<file path="src/hdl/pfcq_pkg.sv">
// ----------------------------------------------------------------------------
// pfcq_pkg
// Shared types and constants of the egress port queue with pause handling
// and congestion marking.
// ----------------------------------------------------------------------------
package pfcq_pkg;

    localparam int FIFO_DEPTH = 64;
    localparam int FIFO_AW    = $clog2(FIFO_DEPTH);
    localparam int FIFO_CW    = $clog2(FIFO_DEPTH + 1);

    localparam logic [23:0] BYTES_MAX = 24'hFF_FFFF;

    localparam logic [1:0] CFG_IDX_ECN_ENABLE    = 2'd0;
    localparam logic [1:0] CFG_IDX_ECN_THRESHOLD = 2'd1;
    localparam logic [1:0] CFG_IDX_MAX_BYTES     = 2'd2;

    typedef logic [FIFO_AW-1:0] t_fifo_idx;
    typedef logic [FIFO_CW-1:0] t_fifo_cnt;

    typedef enum logic [1:0] {
        ACT_ENQUEUE = 2'd0,
        ACT_PAUSE   = 2'd1,
        ACT_RESUME  = 2'd2,
        ACT_TX_DONE = 2'd3
    } t_action;

    typedef enum logic [1:0] {
        SEND_READY      = 2'd0,
        SEND_PAUSE_RCVD = 2'd1,
        SEND_PAUSED     = 2'd2
    } t_send_state;

    typedef enum logic {
        SEQ_IDLE = 1'b0,
        SEQ_READ = 1'b1
    } t_seq_state;

    typedef struct packed {
        logic [15:0] tag;
        logic [13:0] bytes;
        logic        eligible;
        logic        int_request;
        logic [5:0]  port;
    } t_desc;

    typedef struct packed {
        logic        start_valid;
        logic [15:0] start_tag;
        logic [13:0] start_bytes;
        logic        depart_valid;
        logic [15:0] depart_tag;
        logic [5:0]  depart_port;
        logic        ecn_mark;
        logic        int_valid;
        logic [23:0] int_queue_bytes;
        logic [47:0] int_tx_bytes;
        logic        over_limit;
        logic        refused;
    } t_result;

    typedef struct packed {
        logic        ecn_enable;
        logic [23:0] ecn_threshold_bytes;
        logic [23:0] max_queue_bytes;
    } t_cfg;

    typedef struct packed {
        logic      we;
        t_fifo_idx waddr;
        t_desc     wdata;
        logic      re;
        t_fifo_idx raddr;
    } t_ram_req;

endpackage

</file>
<file path="src/hdl/pfcq_ifs.sv">
// ----------------------------------------------------------------------------
// pfcq_ifs
// Handshake channels of the egress queue: event input, result output and
// configuration write.
// ----------------------------------------------------------------------------
interface pfcq_in_if;
    import pfcq_pkg::*;

    logic        valid;
    logic        ready;
    t_action     action;
    logic [15:0] pkt_tag;
    logic [13:0] pkt_bytes;
    logic        ecn_eligible;
    logic        int_request;
    logic [5:0]  ingress_port;

    modport source (output valid, action, pkt_tag, pkt_bytes, ecn_eligible,
                    int_request, ingress_port, input ready);
    modport sink (input valid, action, pkt_tag, pkt_bytes, ecn_eligible,
                  int_request, ingress_port, output ready);
endinterface

interface pfcq_out_if;
    logic        valid;
    logic        ready;
    logic        start_valid;
    logic [15:0] start_tag;
    logic [13:0] start_bytes;
    logic        depart_valid;
    logic [15:0] depart_tag;
    logic [5:0]  depart_port;
    logic        ecn_mark;
    logic        int_valid;
    logic [23:0] int_queue_bytes;
    logic [47:0] int_tx_bytes;
    logic        over_limit;
    logic        refused;

    modport source (output valid, start_valid, start_tag, start_bytes, depart_valid,
                    depart_tag, depart_port, ecn_mark, int_valid, int_queue_bytes,
                    int_tx_bytes, over_limit, refused, input ready);
    modport sink (input valid, start_valid, start_tag, start_bytes, depart_valid,
                  depart_tag, depart_port, ecn_mark, int_valid, int_queue_bytes,
                  int_tx_bytes, over_limit, refused, output ready);
endinterface

interface pfcq_cfg_if;
    logic        valid;
    logic        ready;
    logic [1:0]  index;
    logic [23:0] data;

    modport source (output valid, index, data, input ready);
    modport sink (input valid, index, data, output ready);
endinterface

</file>
<file path="src/hdl/pfcq_desc_ram.sv">
// ----------------------------------------------------------------------------
// pfcq_desc_ram
// Simple dual-port RAM with one write port and one registered read port.
// ----------------------------------------------------------------------------
module pfcq_desc_ram #(
    parameter int DEPTH = 64,
    parameter int WIDTH = 38
) (
    input  logic                     i_clk,
    input  logic                     i_we,
    input  logic [$clog2(DEPTH)-1:0] i_waddr,
    input  logic [WIDTH-1:0]         i_wdata,
    input  logic                     i_re,
    input  logic [$clog2(DEPTH)-1:0] i_raddr,
    output logic [WIDTH-1:0]         o_rdata
);
    logic [WIDTH-1:0] r_mem [DEPTH];
    logic [WIDTH-1:0] r_rdata;

    always_ff @(posedge i_clk) begin
        if (i_we) begin
            r_mem[i_waddr] <= i_wdata;
        end
        if (i_re) begin
            r_rdata <= r_mem[i_raddr];
        end
    end

    assign o_rdata = r_rdata;
endmodule

</file>
<file path="src/hdl/pfcq_cfg_regs.sv">
// ----------------------------------------------------------------------------
// pfcq_cfg_regs
// Configuration register file: marking enable, marking threshold and the
// occupancy limit.
// ----------------------------------------------------------------------------
module pfcq_cfg_regs (
    input  logic          i_clk,
    input  logic          i_rst_n,
    pfcq_cfg_if.sink      i_cfg,
    output pfcq_pkg::t_cfg o_cfg
);
    import pfcq_pkg::*;

    t_cfg r_cfg;
    t_cfg n_cfg;

    assign i_cfg.ready = 1'b1;

    always_comb begin
        n_cfg = r_cfg;
        if (i_cfg.valid) begin
            case (i_cfg.index)
                CFG_IDX_ECN_ENABLE:    n_cfg.ecn_enable          = i_cfg.data[0];
                CFG_IDX_ECN_THRESHOLD: n_cfg.ecn_threshold_bytes = i_cfg.data;
                CFG_IDX_MAX_BYTES:     n_cfg.max_queue_bytes     = i_cfg.data;
                default:               n_cfg = r_cfg;
            endcase
        end
    end

    always_ff @(posedge i_clk) begin
        if (!i_rst_n) begin
            r_cfg.ecn_enable          <= 1'b0;
            r_cfg.ecn_threshold_bytes <= '0;
            r_cfg.max_queue_bytes     <= BYTES_MAX;
        end else begin
            r_cfg <= n_cfg;
        end
    end

    assign o_cfg = r_cfg;
endmodule

</file>
<file path="src/hdl/pfcq_ctrl.sv">
// ----------------------------------------------------------------------------
// pfcq_ctrl
// Queue controller: FIFO pointers, occupancy and transmit counters, pause
// state, head descriptor register and the read sequencer of the RAM.
// ----------------------------------------------------------------------------
module pfcq_ctrl (
    input  logic               i_clk,
    input  logic               i_rst_n,
    input  logic               i_in_valid,
    output logic               o_in_ready,
    input  pfcq_pkg::t_action  i_in_action,
    input  pfcq_pkg::t_desc    i_in_desc,
    input  pfcq_pkg::t_cfg     i_cfg,
    input  logic               i_slot_free,
    output logic               o_res_valid,
    output pfcq_pkg::t_result  o_res,
    output pfcq_pkg::t_ram_req o_ram_req,
    input  pfcq_pkg::t_desc    i_ram_rdata
);
    import pfcq_pkg::*;

    t_seq_state  r_seq,         n_seq;
    t_fifo_idx   r_head,        n_head;
    t_fifo_idx   r_tail,        n_tail;
    t_fifo_cnt   r_count,       n_count;
    t_send_state r_send_state,  n_send_state;
    logic        r_sending,     n_sending;
    logic [23:0] r_queue_bytes, n_queue_bytes;
    logic [47:0] r_tx_bytes,    n_tx_bytes;
    t_desc       r_head_desc,   n_head_desc;
    t_result     r_pend_res,    n_pend_res;
    logic        r_pend_start,  n_pend_start;

    logic        in_fire;
    t_fifo_idx   head_next;
    t_fifo_idx   tail_next;
    logic [24:0] enq_sum;
    t_send_state st_after;
    t_result     res;
    logic        res_valid;
    t_ram_req    ram_req;

    assign o_in_ready = (r_seq == SEQ_IDLE) && i_slot_free;
    assign in_fire    = i_in_valid && o_in_ready;
    assign head_next  = (r_head == FIFO_AW'(FIFO_DEPTH - 1)) ? '0 : r_head + FIFO_AW'(1);
    assign tail_next  = (r_tail == FIFO_AW'(FIFO_DEPTH - 1)) ? '0 : r_tail + FIFO_AW'(1);
    assign enq_sum    = {1'b0, r_queue_bytes} + 25'(i_in_desc.bytes);

    always_comb begin
        n_seq         = r_seq;
        n_head        = r_head;
        n_tail        = r_tail;
        n_count       = r_count;
        n_send_state  = r_send_state;
        n_sending     = r_sending;
        n_queue_bytes = r_queue_bytes;
        n_tx_bytes    = r_tx_bytes;
        n_head_desc   = r_head_desc;
        n_pend_res    = r_pend_res;
        n_pend_start  = r_pend_start;
        st_after      = r_send_state;
        res           = '0;
        res_valid     = 1'b0;
        ram_req       = '0;
        ram_req.waddr = r_tail;
        ram_req.wdata = i_in_desc;
        ram_req.raddr = head_next;

        case (r_seq)
            SEQ_IDLE: begin
                if (in_fire) begin
                    res_valid = 1'b1;
                    case (i_in_action)
                        ACT_ENQUEUE: begin
                            if (r_count == FIFO_CW'(FIFO_DEPTH)) begin
                                res.refused = 1'b1;
                            end else begin
                                ram_req.we    = 1'b1;
                                n_tail        = tail_next;
                                n_count       = r_count + FIFO_CW'(1);
                                n_queue_bytes = enq_sum[24] ? BYTES_MAX : enq_sum[23:0];
                                res.over_limit = (n_queue_bytes > i_cfg.max_queue_bytes);
                                // An empty queue gets its head straight from the input.
                                if (r_count == '0) begin
                                    n_head_desc = i_in_desc;
                                    if (r_send_state == SEND_READY && !r_sending) begin
                                        n_sending       = 1'b1;
                                        res.start_valid = 1'b1;
                                        res.start_tag   = i_in_desc.tag;
                                        res.start_bytes = i_in_desc.bytes;
                                    end
                                end
                            end
                        end
                        ACT_PAUSE: begin
                            n_send_state = r_sending ? SEND_PAUSE_RCVD : SEND_PAUSED;
                        end
                        ACT_RESUME: begin
                            n_send_state = SEND_READY;
                            if (r_count != '0 && !r_sending) begin
                                n_sending       = 1'b1;
                                res.start_valid = 1'b1;
                                res.start_tag   = r_head_desc.tag;
                                res.start_bytes = r_head_desc.bytes;
                            end
                        end
                        ACT_TX_DONE: begin
                            n_sending = 1'b0;
                            if (r_sending && r_count != '0) begin
                                res.depart_valid = 1'b1;
                                res.depart_tag   = r_head_desc.tag;
                                res.depart_port  = r_head_desc.port;
                                res.ecn_mark     = i_cfg.ecn_enable
                                                   && (r_queue_bytes > i_cfg.ecn_threshold_bytes)
                                                   && r_head_desc.eligible;
                                if (r_head_desc.int_request) begin
                                    res.int_valid       = 1'b1;
                                    res.int_queue_bytes = r_queue_bytes;
                                    res.int_tx_bytes    = r_tx_bytes;
                                end
                                n_queue_bytes = (r_queue_bytes > 24'(r_head_desc.bytes))
                                              ? r_queue_bytes - 24'(r_head_desc.bytes) : '0;
                                n_tx_bytes    = r_tx_bytes + 48'(r_head_desc.bytes);
                                n_head        = head_next;
                                n_count       = r_count - FIFO_CW'(1);
                                if (r_send_state == SEND_PAUSE_RCVD) begin
                                    st_after = SEND_PAUSED;
                                end
                                n_send_state = st_after;
                                // Packets remain: fetch the new head, finish next cycle.
                                if (r_count > FIFO_CW'(1)) begin
                                    ram_req.re   = 1'b1;
                                    res_valid    = 1'b0;
                                    n_seq        = SEQ_READ;
                                    n_pend_res   = res;
                                    n_pend_start = (st_after == SEND_READY);
                                    n_sending    = (st_after == SEND_READY);
                                end
                            end
                        end
                        default: begin
                            res = '0;
                        end
                    endcase
                end
            end
            SEQ_READ: begin
                res_valid   = 1'b1;
                res         = r_pend_res;
                n_head_desc = i_ram_rdata;
                n_seq       = SEQ_IDLE;
                if (r_pend_start) begin
                    res.start_valid = 1'b1;
                    res.start_tag   = i_ram_rdata.tag;
                    res.start_bytes = i_ram_rdata.bytes;
                end
            end
            default: begin
                n_seq = SEQ_IDLE;
            end
        endcase
    end

    always_ff @(posedge i_clk) begin
        if (!i_rst_n) begin
            r_seq         <= SEQ_IDLE;
            r_head        <= '0;
            r_tail        <= '0;
            r_count       <= '0;
            r_send_state  <= SEND_READY;
            r_sending     <= 1'b0;
            r_queue_bytes <= '0;
            r_tx_bytes    <= '0;
        end else begin
            r_seq         <= n_seq;
            r_head        <= n_head;
            r_tail        <= n_tail;
            r_count       <= n_count;
            r_send_state  <= n_send_state;
            r_sending     <= n_sending;
            r_queue_bytes <= n_queue_bytes;
            r_tx_bytes    <= n_tx_bytes;
        end
    end

    always_ff @(posedge i_clk) begin
        r_head_desc  <= n_head_desc;
        r_pend_res   <= n_pend_res;
        r_pend_start <= n_pend_start;
    end

    assign o_res_valid = res_valid;
    assign o_res       = res;
    assign o_ram_req   = ram_req;
endmodule

</file>
<file path="src/hdl/pfc_egress_queue_ecn_marker_core.sv">
// ----------------------------------------------------------------------------
// pfc_egress_queue_ecn_marker_core
// Egress port queue of a lossless switch with pause handling and ECN marking.
// ----------------------------------------------------------------------------
// Events enter on i_in (enqueue, pause frame, resume frame, transmit done),
// one transaction per event, and each event yields exactly one result
// transaction on o_out. i_cfg writes the marking enable, the marking threshold
// and the occupancy limit; it is always ready and should only be used while
// no event is in progress.
// Descriptors are kept in a 64-entry RAM; the head descriptor is also held in
// a register, so most events finish in the cycle they are accepted and their
// result is registered and appears in the next cycle, at one event per cycle
// while o_out is not stalled. A transmit done that leaves packets queued
// reads the new head from the RAM; its result is formed in the read state
// that follows, and i_in is held off in that state.
// A result waiting in the output register does not block the next event as
// long as o_out.ready drains it in the same cycle; while the receiver stalls,
// i_in is held off. Reset empties the queue, clears the counters, sets the
// port ready and restores the register defaults; the descriptor RAM itself is
// not cleared and needs no clearing pass.
// ----------------------------------------------------------------------------
module pfc_egress_queue_ecn_marker_core (
    input  logic        i_clk,
    input  logic        i_rst_n,
    pfcq_in_if.sink     i_in,
    pfcq_out_if.source  o_out,
    pfcq_cfg_if.sink    i_cfg
);
    import pfcq_pkg::*;

    t_cfg     cfg;
    t_desc    in_desc;
    t_result  res;
    logic     res_valid;
    logic     slot_free;
    t_ram_req ram_req;
    t_desc    ram_rdata;

    logic     r_out_valid, n_out_valid;
    t_result  r_out;

    assign in_desc.tag         = i_in.pkt_tag;
    assign in_desc.bytes       = i_in.pkt_bytes;
    assign in_desc.eligible    = i_in.ecn_eligible;
    assign in_desc.int_request = i_in.int_request;
    assign in_desc.port        = i_in.ingress_port;

    assign slot_free = !r_out_valid || o_out.ready;

    pfcq_cfg_regs u_cfg_regs (
        .i_clk   (i_clk),
        .i_rst_n (i_rst_n),
        .i_cfg   (i_cfg),
        .o_cfg   (cfg)
    );

    pfcq_ctrl u_ctrl (
        .i_clk       (i_clk),
        .i_rst_n     (i_rst_n),
        .i_in_valid  (i_in.valid),
        .o_in_ready  (i_in.ready),
        .i_in_action (i_in.action),
        .i_in_desc   (in_desc),
        .i_cfg       (cfg),
        .i_slot_free (slot_free),
        .o_res_valid (res_valid),
        .o_res       (res),
        .o_ram_req   (ram_req),
        .i_ram_rdata (ram_rdata)
    );

    pfcq_desc_ram #(
        .DEPTH (FIFO_DEPTH),
        .WIDTH ($bits(t_desc))
    ) u_desc_ram (
        .i_clk   (i_clk),
        .i_we    (ram_req.we),
        .i_waddr (ram_req.waddr),
        .i_wdata (ram_req.wdata),
        .i_re    (ram_req.re),
        .i_raddr (ram_req.raddr),
        .o_rdata (ram_rdata)
    );

    always_comb begin
        n_out_valid = r_out_valid;
        if (res_valid) begin
            n_out_valid = 1'b1;
        end else if (o_out.ready) begin
            n_out_valid = 1'b0;
        end
    end

    always_ff @(posedge i_clk) begin
        if (!i_rst_n) begin
            r_out_valid <= 1'b0;
        end else begin
            r_out_valid <= n_out_valid;
        end
    end

    always_ff @(posedge i_clk) begin
        if (res_valid) begin
            r_out <= res;
        end
    end

    assign o_out.valid           = r_out_valid;
    assign o_out.start_valid     = r_out.start_valid;
    assign o_out.start_tag       = r_out.start_tag;
    assign o_out.start_bytes     = r_out.start_bytes;
    assign o_out.depart_valid    = r_out.depart_valid;
    assign o_out.depart_tag      = r_out.depart_tag;
    assign o_out.depart_port     = r_out.depart_port;
    assign o_out.ecn_mark        = r_out.ecn_mark;
    assign o_out.int_valid       = r_out.int_valid;
    assign o_out.int_queue_bytes = r_out.int_queue_bytes;
    assign o_out.int_tx_bytes    = r_out.int_tx_bytes;
    assign o_out.over_limit      = r_out.over_limit;
    assign o_out.refused         = r_out.refused;
endmodule

</file>
<file path="src/flat_wrapper.sv">
// flat-port wrapper written by rule: the top's interface ports become plain ports
module pfc_egress_queue_ecn_marker_core_flat import pfcq_pkg::*;
  (i_clk, i_rst_n, i_in_valid, i_in_action, i_in_pkt_tag, i_in_pkt_bytes, i_in_ecn_eligible, i_in_int_request, i_in_ingress_port, i_in_ready, o_out_valid, o_out_start_valid, o_out_start_tag, o_out_start_bytes, o_out_depart_valid, o_out_depart_tag, o_out_depart_port, o_out_ecn_mark, o_out_int_valid, o_out_int_queue_bytes, o_out_int_tx_bytes, o_out_over_limit, o_out_refused, o_out_ready, i_cfg_valid, i_cfg_index, i_cfg_data, i_cfg_ready);
  pfcq_in_if i_in_i ();
  pfcq_out_if o_out_i ();
  pfcq_cfg_if i_cfg_i ();
  input  logic i_clk;
  input  logic i_rst_n;
  input wire logic [$bits(i_in_i.valid)-1:0] i_in_valid;
  input wire logic [$bits(i_in_i.action)-1:0] i_in_action;
  input wire logic [$bits(i_in_i.pkt_tag)-1:0] i_in_pkt_tag;
  input wire logic [$bits(i_in_i.pkt_bytes)-1:0] i_in_pkt_bytes;
  input wire logic [$bits(i_in_i.ecn_eligible)-1:0] i_in_ecn_eligible;
  input wire logic [$bits(i_in_i.int_request)-1:0] i_in_int_request;
  input wire logic [$bits(i_in_i.ingress_port)-1:0] i_in_ingress_port;
  output wire logic [$bits(i_in_i.ready)-1:0] i_in_ready;
  output wire logic [$bits(o_out_i.valid)-1:0] o_out_valid;
  output wire logic [$bits(o_out_i.start_valid)-1:0] o_out_start_valid;
  output wire logic [$bits(o_out_i.start_tag)-1:0] o_out_start_tag;
  output wire logic [$bits(o_out_i.start_bytes)-1:0] o_out_start_bytes;
  output wire logic [$bits(o_out_i.depart_valid)-1:0] o_out_depart_valid;
  output wire logic [$bits(o_out_i.depart_tag)-1:0] o_out_depart_tag;
  output wire logic [$bits(o_out_i.depart_port)-1:0] o_out_depart_port;
  output wire logic [$bits(o_out_i.ecn_mark)-1:0] o_out_ecn_mark;
  output wire logic [$bits(o_out_i.int_valid)-1:0] o_out_int_valid;
  output wire logic [$bits(o_out_i.int_queue_bytes)-1:0] o_out_int_queue_bytes;
  output wire logic [$bits(o_out_i.int_tx_bytes)-1:0] o_out_int_tx_bytes;
  output wire logic [$bits(o_out_i.over_limit)-1:0] o_out_over_limit;
  output wire logic [$bits(o_out_i.refused)-1:0] o_out_refused;
  input wire logic [$bits(o_out_i.ready)-1:0] o_out_ready;
  input wire logic [$bits(i_cfg_i.valid)-1:0] i_cfg_valid;
  input wire logic [$bits(i_cfg_i.index)-1:0] i_cfg_index;
  input wire logic [$bits(i_cfg_i.data)-1:0] i_cfg_data;
  output wire logic [$bits(i_cfg_i.ready)-1:0] i_cfg_ready;
  assign i_in_i.valid = i_in_valid;
  assign i_in_i.action = i_in_action;
  assign i_in_i.pkt_tag = i_in_pkt_tag;
  assign i_in_i.pkt_bytes = i_in_pkt_bytes;
  assign i_in_i.ecn_eligible = i_in_ecn_eligible;
  assign i_in_i.int_request = i_in_int_request;
  assign i_in_i.ingress_port = i_in_ingress_port;
  assign i_in_ready = i_in_i.ready;
  assign o_out_valid = o_out_i.valid;
  assign o_out_start_valid = o_out_i.start_valid;
  assign o_out_start_tag = o_out_i.start_tag;
  assign o_out_start_bytes = o_out_i.start_bytes;
  assign o_out_depart_valid = o_out_i.depart_valid;
  assign o_out_depart_tag = o_out_i.depart_tag;
  assign o_out_depart_port = o_out_i.depart_port;
  assign o_out_ecn_mark = o_out_i.ecn_mark;
  assign o_out_int_valid = o_out_i.int_valid;
  assign o_out_int_queue_bytes = o_out_i.int_queue_bytes;
  assign o_out_int_tx_bytes = o_out_i.int_tx_bytes;
  assign o_out_over_limit = o_out_i.over_limit;
  assign o_out_refused = o_out_i.refused;
  assign o_out_i.ready = o_out_ready;
  assign i_cfg_i.valid = i_cfg_valid;
  assign i_cfg_i.index = i_cfg_index;
  assign i_cfg_i.data = i_cfg_data;
  assign i_cfg_ready = i_cfg_i.ready;
  pfc_egress_queue_ecn_marker_core u_core (.i_clk(i_clk), .i_rst_n(i_rst_n), .i_in(i_in_i), .o_out(o_out_i), .i_cfg(i_cfg_i));
endmodule
</file>
<file path="config.mk">
export PLATFORM = sky130hd
export DESIGN_NAME = pfc_egress_queue_ecn_marker_core_flat
export DESIGN_NICKNAME = d
export VERILOG_FILES = /design/src/hdl/pfcq_pkg.sv /design/src/hdl/pfcq_ifs.sv /design/src/hdl/pfcq_desc_ram.sv /design/src/hdl/pfcq_cfg_regs.sv /design/src/hdl/pfcq_ctrl.sv /design/src/hdl/pfc_egress_queue_ecn_marker_core.sv /design/src/flat_wrapper.sv
export SDC_FILE = /design/constraint.sdc
export NUM_CORES = 2
export LEC_CHECK = 0
export BUFFER_PORTS_ARGS = -buffer_cell sky130_fd_sc_hd__buf_4
export CAP_MARGIN = 10
export CELL_PAD_IN_SITES_DETAIL_PLACEMENT = 1
export CELL_PAD_IN_SITES_GLOBAL_PLACEMENT = 1
export CORE_UTILIZATION = 35
export CTS_BUF_LIST = sky130_fd_sc_hd__clkbuf_4 sky130_fd_sc_hd__clkbuf_8 sky130_fd_sc_hd__clkbuf_16
export CTS_CLUSTER_SIZE = 12
export DETAILED_ROUTE_END_ITERATION = 16
export PLACE_DENSITY_LB_ADDON = 0.08
export SLEW_MARGIN = 30
export SYNTH_ARGS = -nofsm -noshare
export SYNTH_HDL_FRONTEND = slang
export SYNTH_SLANG_ARGS = --single-unit
</file>
<file path="constraint.sdc">
create_clock -name i_clk -period 7.8 [get_ports i_clk]
set_input_delay 1.56 -clock i_clk [delete_from_list [all_inputs] [get_ports i_clk]]
set_output_delay 1.56 -clock i_clk [all_outputs]
set_load 0.01 [all_outputs]
</file>
=== Word level (Yosys, flattened, before mapping) ===
Memory sizes are Yosys's and may differ from the RTL's. A register that Yosys moved wholly into a read port is not among the register bits.
Index checks and enable logic that the tools add are counted.

* Muxes and demuxes: 63
* Reductions and logical operators: 30
* Divide/modulo/power cells: 0
* $mul: 0
* Order comparisons: 4
* $add $sub $neg: 7
* Eq/ne operators: 18
* Shift-type cells: 0
* Bitwise logic cells: 2

{| class="wikitable"
|+ Operators with widths
! kind !! count
|-
| $pmux 130 s2 || 1
|-
| $mux 97 || 2
|-
| $mux 31 || 5
|-
| $mux 38 || 4
|-
| $mux 130 || 1
|-
| $mux 24 || 4
|-
| $pmux 38 s2 || 1
|-
| $mux 73 || 1
|-
| $pmux 31 s2 || 1
|-
| $add 48x14->48 || 1
|-
| $gt 24x24->1 || 2
|-
| $pmux 24 s2 || 1
|-
| $add 24x14->25 || 1
|-
| $mux 1 || 25
|-
| $gt 24x14->1 || 1
|-
| $sub 24x14->24 || 1
|-
| $mux 2 || 8
|-
| $reduce_and 4->1 || 4
|-
| $mux 7 || 2
|-
| $ne 2x2->1 const B || 7
|-
| $pmux 7 s2 || 1
|-
| $add 6x1->6 const B || 2
|-
| $eq 6x6->1 const B || 2
|-
| $mux 6 || 2
|-
| 22 further kinds || 44
|}

* Flip-flop bits (word level): 410
* Bits in read-only memories: 0
* Memories kept: 1
* Latch bits: 0
* Memory bits (writable): 2432
* Logic and storage cells: 161
* Input bits: 71

{| class="wikitable"
|+ Memory list
! name !! words !! width !! rd ports !! clocked after memory_dff !! write ports !! RTL line !! text
|-
| u_core.u_desc_ram.r_mem || 64 || 38 || 1 || 1 || 1 || pfcq_desc_ram.sv:17 || <nowiki>logic [WIDTH-1:0] r_mem [DEPTH];</nowiki>
|}

=== Logic depth before layout (Yosys ltp) ===
* Word-level depth: 10
* Depth in mapped cells: 18

=== Cells and area by module ===
A second synthesis with hierarchy kept.

* Cells, all modules: 5982
* Area, all modules: 114790.1 µm²

{| class="wikitable"
|+ Modules (own cells, without submodules)
! module !! sequential area each (µm²) !! area each (µm²) !! times used !! cells each
|-
| pfcq_desc_ram || 74171.1 || 93435.9 || 1 || 3993
|-
| pfcq_ctrl || 5955.7 || 15223.4 || 1 || 1633
|-
| pfc_egress_queue_ecn_marker_core || 3923.8 || 3952.5 || 1 || 134
|-
| pfcq_cfg_regs || 980.9 || 2178.3 || 1 || 222
|}

=== Worst setup path before layout ===
Ideal clock, no wire load.

* Path type: in2reg
* Start point: input port o_out_ready
* End point: memory u_core.u_desc_ram.r_mem[0][0] (enable)
* Path buffers: 2
* Stages: 7
* Arrival: 6.627 ns
* Setup slack: 0.644 ns
* Setup time: 0.529 ns
* Path through: inv_1 > a211oi_4 > and3_1 > clkbuf_1 > clkbuf_1 > nand3b_1 > nor4_1

* Cells in the longest elaborated chain, start to end: 7

{| class="wikitable"
|+ RTL lines
! item !! RTL line !! text
|-
| start: declaration || flat_wrapper.sv:30 || <nowiki>input wire logic [$bits(o_out_i.ready)-1:0] o_out_ready;</nowiki>
|-
| $logic_or 1x1->1 || pfc_egress_queue_ecn_marker_core.sv:48 || <nowiki>assign slot_free = !r_out_valid || o_out.ready;</nowiki>
|-
| $logic_and 1x1->1 || pfcq_ctrl.sv:43 || <nowiki>assign o_in_ready = (r_seq == SEQ_IDLE) && i_slot_free;</nowiki>
|-
| $logic_and 1x1->1 || pfcq_ctrl.sv:44 || <nowiki>assign in_fire = i_in_valid && o_in_ready;</nowiki>
|-
| $mux 1 || pfcq_ctrl.sv:71 || <nowiki>if (in_fire) begin</nowiki>
|-
| $mux 1 || pfcq_ctrl.sv:69 || <nowiki>case (r_seq)</nowiki>
|-
| $mux 1 || pfcq_desc_ram.sv:21 || <nowiki>if (i_we) begin</nowiki>
|-
| $mux 1 (implied by the code) || pfcq_desc_ram.sv:22 || <nowiki>r_mem[i_waddr] <= i_wdata;</nowiki>
|-
| end: declaration || pfcq_desc_ram.sv:17 ||
|}

Every way passes these cells.

=== Worst setup path after layout ===
* Start point: input port i_in_pkt_bytes[0]
* End point: register u_core.r_out, in the netlist u_core.o_out.over_limit, data pin

* Cells in the longest elaborated chain, start to end: 7

{| class="wikitable"
|+ RTL lines
! item !! RTL line !! text
|-
| start: declaration || flat_wrapper.sv:12 || <nowiki>input wire logic [$bits(i_in_i.pkt_bytes)-1:0] i_in_pkt_bytes;</nowiki>
|-
| $add 24x14->25 || pfcq_ctrl.sv:47 || <nowiki>assign enq_sum = {1'b0, r_queue_bytes} + 25'(i_in_desc.bytes);</nowiki>
|-
| $mux 24 || pfcq_ctrl.sv:81 || <nowiki>n_queue_bytes = enq_sum[24] ? BYTES_MAX : enq_sum[23:0];</nowiki>
|-
| $gt 24x24->1 || pfcq_ctrl.sv:82 || <nowiki>res.over_limit = (n_queue_bytes > i_cfg.max_queue_bytes);</nowiki>
|-
| $mux 1 || pfcq_ctrl.sv:75 || <nowiki>if (r_count == FIFO_CW'(FIFO_DEPTH)) begin</nowiki>
|-
| $mux 2 || pfcq_ctrl.sv:73 || <nowiki>case (i_in_action)</nowiki>
|-
| $mux 130 || pfcq_ctrl.sv:71 ||
|-
| $pmux 130 s2 || pfcq_ctrl.sv:69 ||
|-
| end signal: assignment || pfc_egress_queue_ecn_marker_core.sv:104 || <nowiki>r_out <= res;</nowiki>
|-
| end: declaration || pfc_egress_queue_ecn_marker_core.sv:40 || <nowiki>t_result r_out;</nowiki>
|}

Every way passes these cells.
A chain may end at the register's enable or synchronous reset.

==> metrics.md <==
| Metric | Value |
|---|---|
| Slew headroom | `0.290` |
| Cells after synthesis | `8,298` |
| Setup crit end kind | `flip-flop` |
| Pre-CTS setup slack | `1.60 ns` |
| Io pins | `204` |
| Final WS setup | `2.54 ns` |
| TritonCTS Buffers | `329` |
| Hold Buf Count CTS | `0` |
| Initial core utilization | `0.353` |
| RSZ-0062 raised after global routing | `false` |
| Clock sink count | `2,880` |
| Chip Width | `577 um` |
| DRC viols | `0` |
| GR Util All Layers | `0.257` |
| Worst-Margin Slew | `1.06 ns` |
| FILL cells | `33,100` |
| Worst r2r path cells | `10` |
| Routability cong. | `0.831` |
| Clock transition at the registers of the reported paths | `0.06 ns` |
| Worst vdd ir | `0.000149 V` |
| PostCTS Resize Cnt | `0` |
| Min-Delay Path Class | `reg2reg` |
| Initial antenna violation count | `46` |
| Final setup fails | `0` |
| Crit path largest cell delay | `0.52 ns` |
| Hold path cells | `2` |
| Reg2reg setup slack | `2.67 ns` |
| Die area | `333,000 um2` |
| Nets | `8,755` |
| Area Growth Syn to Fin | `16.3%` |
| Core Region | `328,000 um2` |
| Ys async rst share | `0` |
| Worst Hold Endpoint | `u_core.u_cfg_regs.o_cfg[34]` |
| Startpoint types | `input pin` |
| CTS tree | `built` |
| Critical path class | `in2reg` |
| Synth Warn # | `0` |
| Worst R2R End | `u_core.u_desc_ram.o_rdata[1]` |
| Reg2reg start | `u_core.u_ctrl.r_head[0]` |
| Vias | `74,800` |
| Post-DP HPWL | `265,000 um` |
| Primary FF master, synth | `edfxtp_1` |
| Seq/Total Area, Yosys | `0.734` |
| Worst Min Path Start | `u_core.u_cfg_regs.o_cfg[34]` |
| Die Ht | `577 um` |
| Placed Area | `124,000 um2` |
| Clk buf depth | `4` |
| Final hold vios | `0` |
| Clock Tree Root | `clkbuf_16` |
| Status | `complete, no violations` |
| Setup tns final | `0 ns` |
| TritonRoute pass-1 iters | `5` |
| ANT nets after route | `0` |
| Final min period | `5.26 ns` |
| Achievable Freq | `190 MHz` |
| Drt first-iter violations | `7,540` |
| Max Slew Vio Count | `0` |
| P_leak | `47.4 nW` |
| Worst EP arrival | `5.92 ns` |
| Max-Cap Viols | `0` |
| Crit path max fanout | `16` |
| Final wirelength | `437,000 um` |
| Clock skew | `0.0459 ns` |
| Final instance area | `135,000 um2` |
| Vias per std cell | `5.66` |
| Reg area | `85,000 um2` |
| # rows | `210` |
| Crit path cell chain | `buf_4, ha_1, fa_1, a211oi_2, o211ai_1, a21oi_1, nor2_1, nand2_1, nand2_1, ha_1, a21o_1, a21o_1, a21o_1, a21o_1, a21oi_1, o21ai_0, a21oi_1, a21oi_1` |
| Setup Buffers After CTS | `0` |
| Syn avg cell area | `14.0 um2` |
| Slowest stage cell on the critical path | `nand2_1` |
| Layout cells sized above 1 | `0.139` |
| Period utilization | `0.675` |
| Multi-input logic area | `28,700 um2` |
| Largest net degree at the start of global routing | `146` |
| P per Cell Area | `248 nW/um2` |
| Mapped cell area | `116,000 um2` |
| I/O Buffers | `202` |
| Crit path required time | `8.46 ns` |
| Wire per inst | `33.1 um` |
| Vias in the first global route | `74,800` |
| H-tree Lvls | `5` |
| Netlist cell types | `90` |
| FF+latch count, synth | `2,880` |
| Worst skew pair latency | `0.94 ns` |
| Grt ovf | `0` |
| Syn_nets | `8,467` |
| Number of synthesized flops with an enable pin | `2,735` |
| First-pass GRT wire length | `605,000 um` |
==> worst max-delay path, delay by kind of cell <==
kind,cells,cell delay (ns)
compound gates,11,2.21
fa+ha+maj,3,1.04
simple gates,3,0.89
buf+inv,1,0.20
==> how the worst max path moves through the flow <==
stage,to,startpoint,slack (ns)
4_1_cts,u_core.o_out.over_limit,i_in_pkt_bytes[0],2.58
3_5_place_dp,u_core.o_out.over_limit,i_in_pkt_bytes[0],1.60
6_report,u_core.o_out.over_limit,i_in_pkt_bytes[0],2.54
3_3_place_gp,u_core.o_out.over_limit,i_in_pkt_bytes[0],1.41
2_1_floorplan,u_core.u_desc_ram.r_mem[0][0],o_out_ready,0.64
5_1_grt,u_core.o_out.over_limit,i_in_pkt_bytes[1],2.24
==> cell type report <==
type	count	area share
clock inverters	156	0.00976
well taps	4346	0.0403
clock buffers	442	0.0692
repair buffers	491	0.0345
diodes	12	0.000223
inverters	85	0.00238
multi-input cells	4799	0.213
flip-flops and latches	2880	0.631
==> per-stage QoR <==
step	util	hold slack [ns]	power, mW	instances
floorplan	-	0.424	17.7	8298
global placement	0.376	0.444	18.3	12600
detailed placement	0.378	0.450	18.3	12600
CTS	0.410	0.459	33.7	13200
global route	0.410	0.475	34.3	13200
finish	0.411	0.458	33.4	13200
==> state kept, by name, indices dropped and copies added (netlist names), 2 cells and up <==
register,cells
u_core.u_ctrl.r_tx_bytes,48
u_core.u_ctrl.r_queue_bytes,24
u_core.u_ctrl.r_tail,6
u_core.u_desc_ram.r_mem,2432
u_core.u_desc_ram.o_rdata,38
u_core.u_ctrl.r_head_desc,38
u_core.o_out.int_queue_bytes,24
u_core.u_ctrl.r_pend_res,96
u_core.o_out.depart_port,6
u_core.o_out.start_bytes,14
u_core.u_cfg_regs.o_cfg,49
u_core.u_ctrl.r_send_state,2
u_core.u_ctrl.r_head,6
u_core.o_out.depart_tag,16
u_core.o_out.start_tag,16
u_core.o_out.int_tx_bytes,48
u_core.u_ctrl.r_count,7
==> cells in the mapped netlist, types with 8 or more instances <==
master / instances / area, um2
o22ai_1: 105 / 657
a211oi_1: 16 / 120
a31o_2: 8 / 70.1
buf_2: 137 / 686
a31oi_1: 96 / 601
nand3_1: 414 / 2070
mux2i_1: 391 / 3910
xor2_1: 33 / 289
a22oi_1: 37 / 278
o31ai_1: 11 / 82.6
a21o_1: 35 / 263
mux2_2: 42 / 473
buf_4: 71 / 533
buf_6: 21 / 236
nor2b_1: 8 / 50.1
o21a_1: 12 / 90.1
dfxtp_1: 145 / 2900
edfxtp_1: 2735 / 82100
a32oi_1: 183 / 1600
nand2b_1: 11 / 68.8
a22o_1: 95 / 832
nand4_1: 155 / 970
or2_2: 9 / 56.3
nor2_1: 168 / 631
or3_1: 15 / 93.8
ha_1: 95 / 1190
mux4_2: 18 / 405
inv_1: 85 / 319
and3_1: 33 / 206
clkbuf_1: 260 / 976
a311oi_1: 9 / 78.8
a21oi_1: 382 / 1910
a221oi_1: 13 / 114
o211ai_1: 47 / 353
nor3_1: 44 / 220
nand3b_1: 11 / 82.6
nand2_1: 1827 / 6860
xnor2_1: 33 / 289
nor4_1: 111 / 694
buf_1: 43 / 161
and2_1: 84 / 526
o21ai_0: 119 / 596
or4_1: 22 / 165
a41oi_1: 10 / 87.6
==> layer usage <==
metal | routed length (um) | up-vias | global-route usage
met3 | 29900 | 492 | 0.0392
met2 | 204000 | 2423 | 0.417
met4 | 9740 | 4 | 0.0596
met5 | 23 | - | 0
li1 | - | 32000 | -
met1 | 193000 | 39800 | 0.364
==> power breakdown <==
group | total [mW] | leakage, nW | internal, mW | switching [mW]
Clock | 15.4 | 5.35 | 9.00 | 6.43
Sequential | 17.0 | 26.0 | 17.0 | 0.0591
Combinational | 0.918 | 16.0 | 0.240 | 0.678
Total | 33.4 | 47.4 | 26.2 | 7.16
==> layout by cell type, fill, tap and decap left out, drive strengths merged, types with 96 or more instances in the layout <==
cell	instances
clkbuf	442
nand2	1827
nor4	113
mux2i	391
nand4	156
dfxtp	145
a32oi	183
a31oi	96
buf	491
edfxtp	2735
o21ai	123
o22ai	105
clkinv	126
nand3	414
a21oi	383
nor2	169
==> logic make-up (layout without fill, tap and decap cells) <==
group,after synthesis,count (layout),synth area share
muxes,451,451,0.0413
adders and majority gates,98,98,0.0108
and+or+nand+nor,2941,2941,0.112
buffers and inverters,619,1174,0.0254
DFF,2880,2880,0.734
xor gates and xnor gates,68,68,0.00527
AOI/OAI and AO/OA,1240,1240,0.0717
other,1,13,0.0000324
Power figures use the tool's default switching activity.
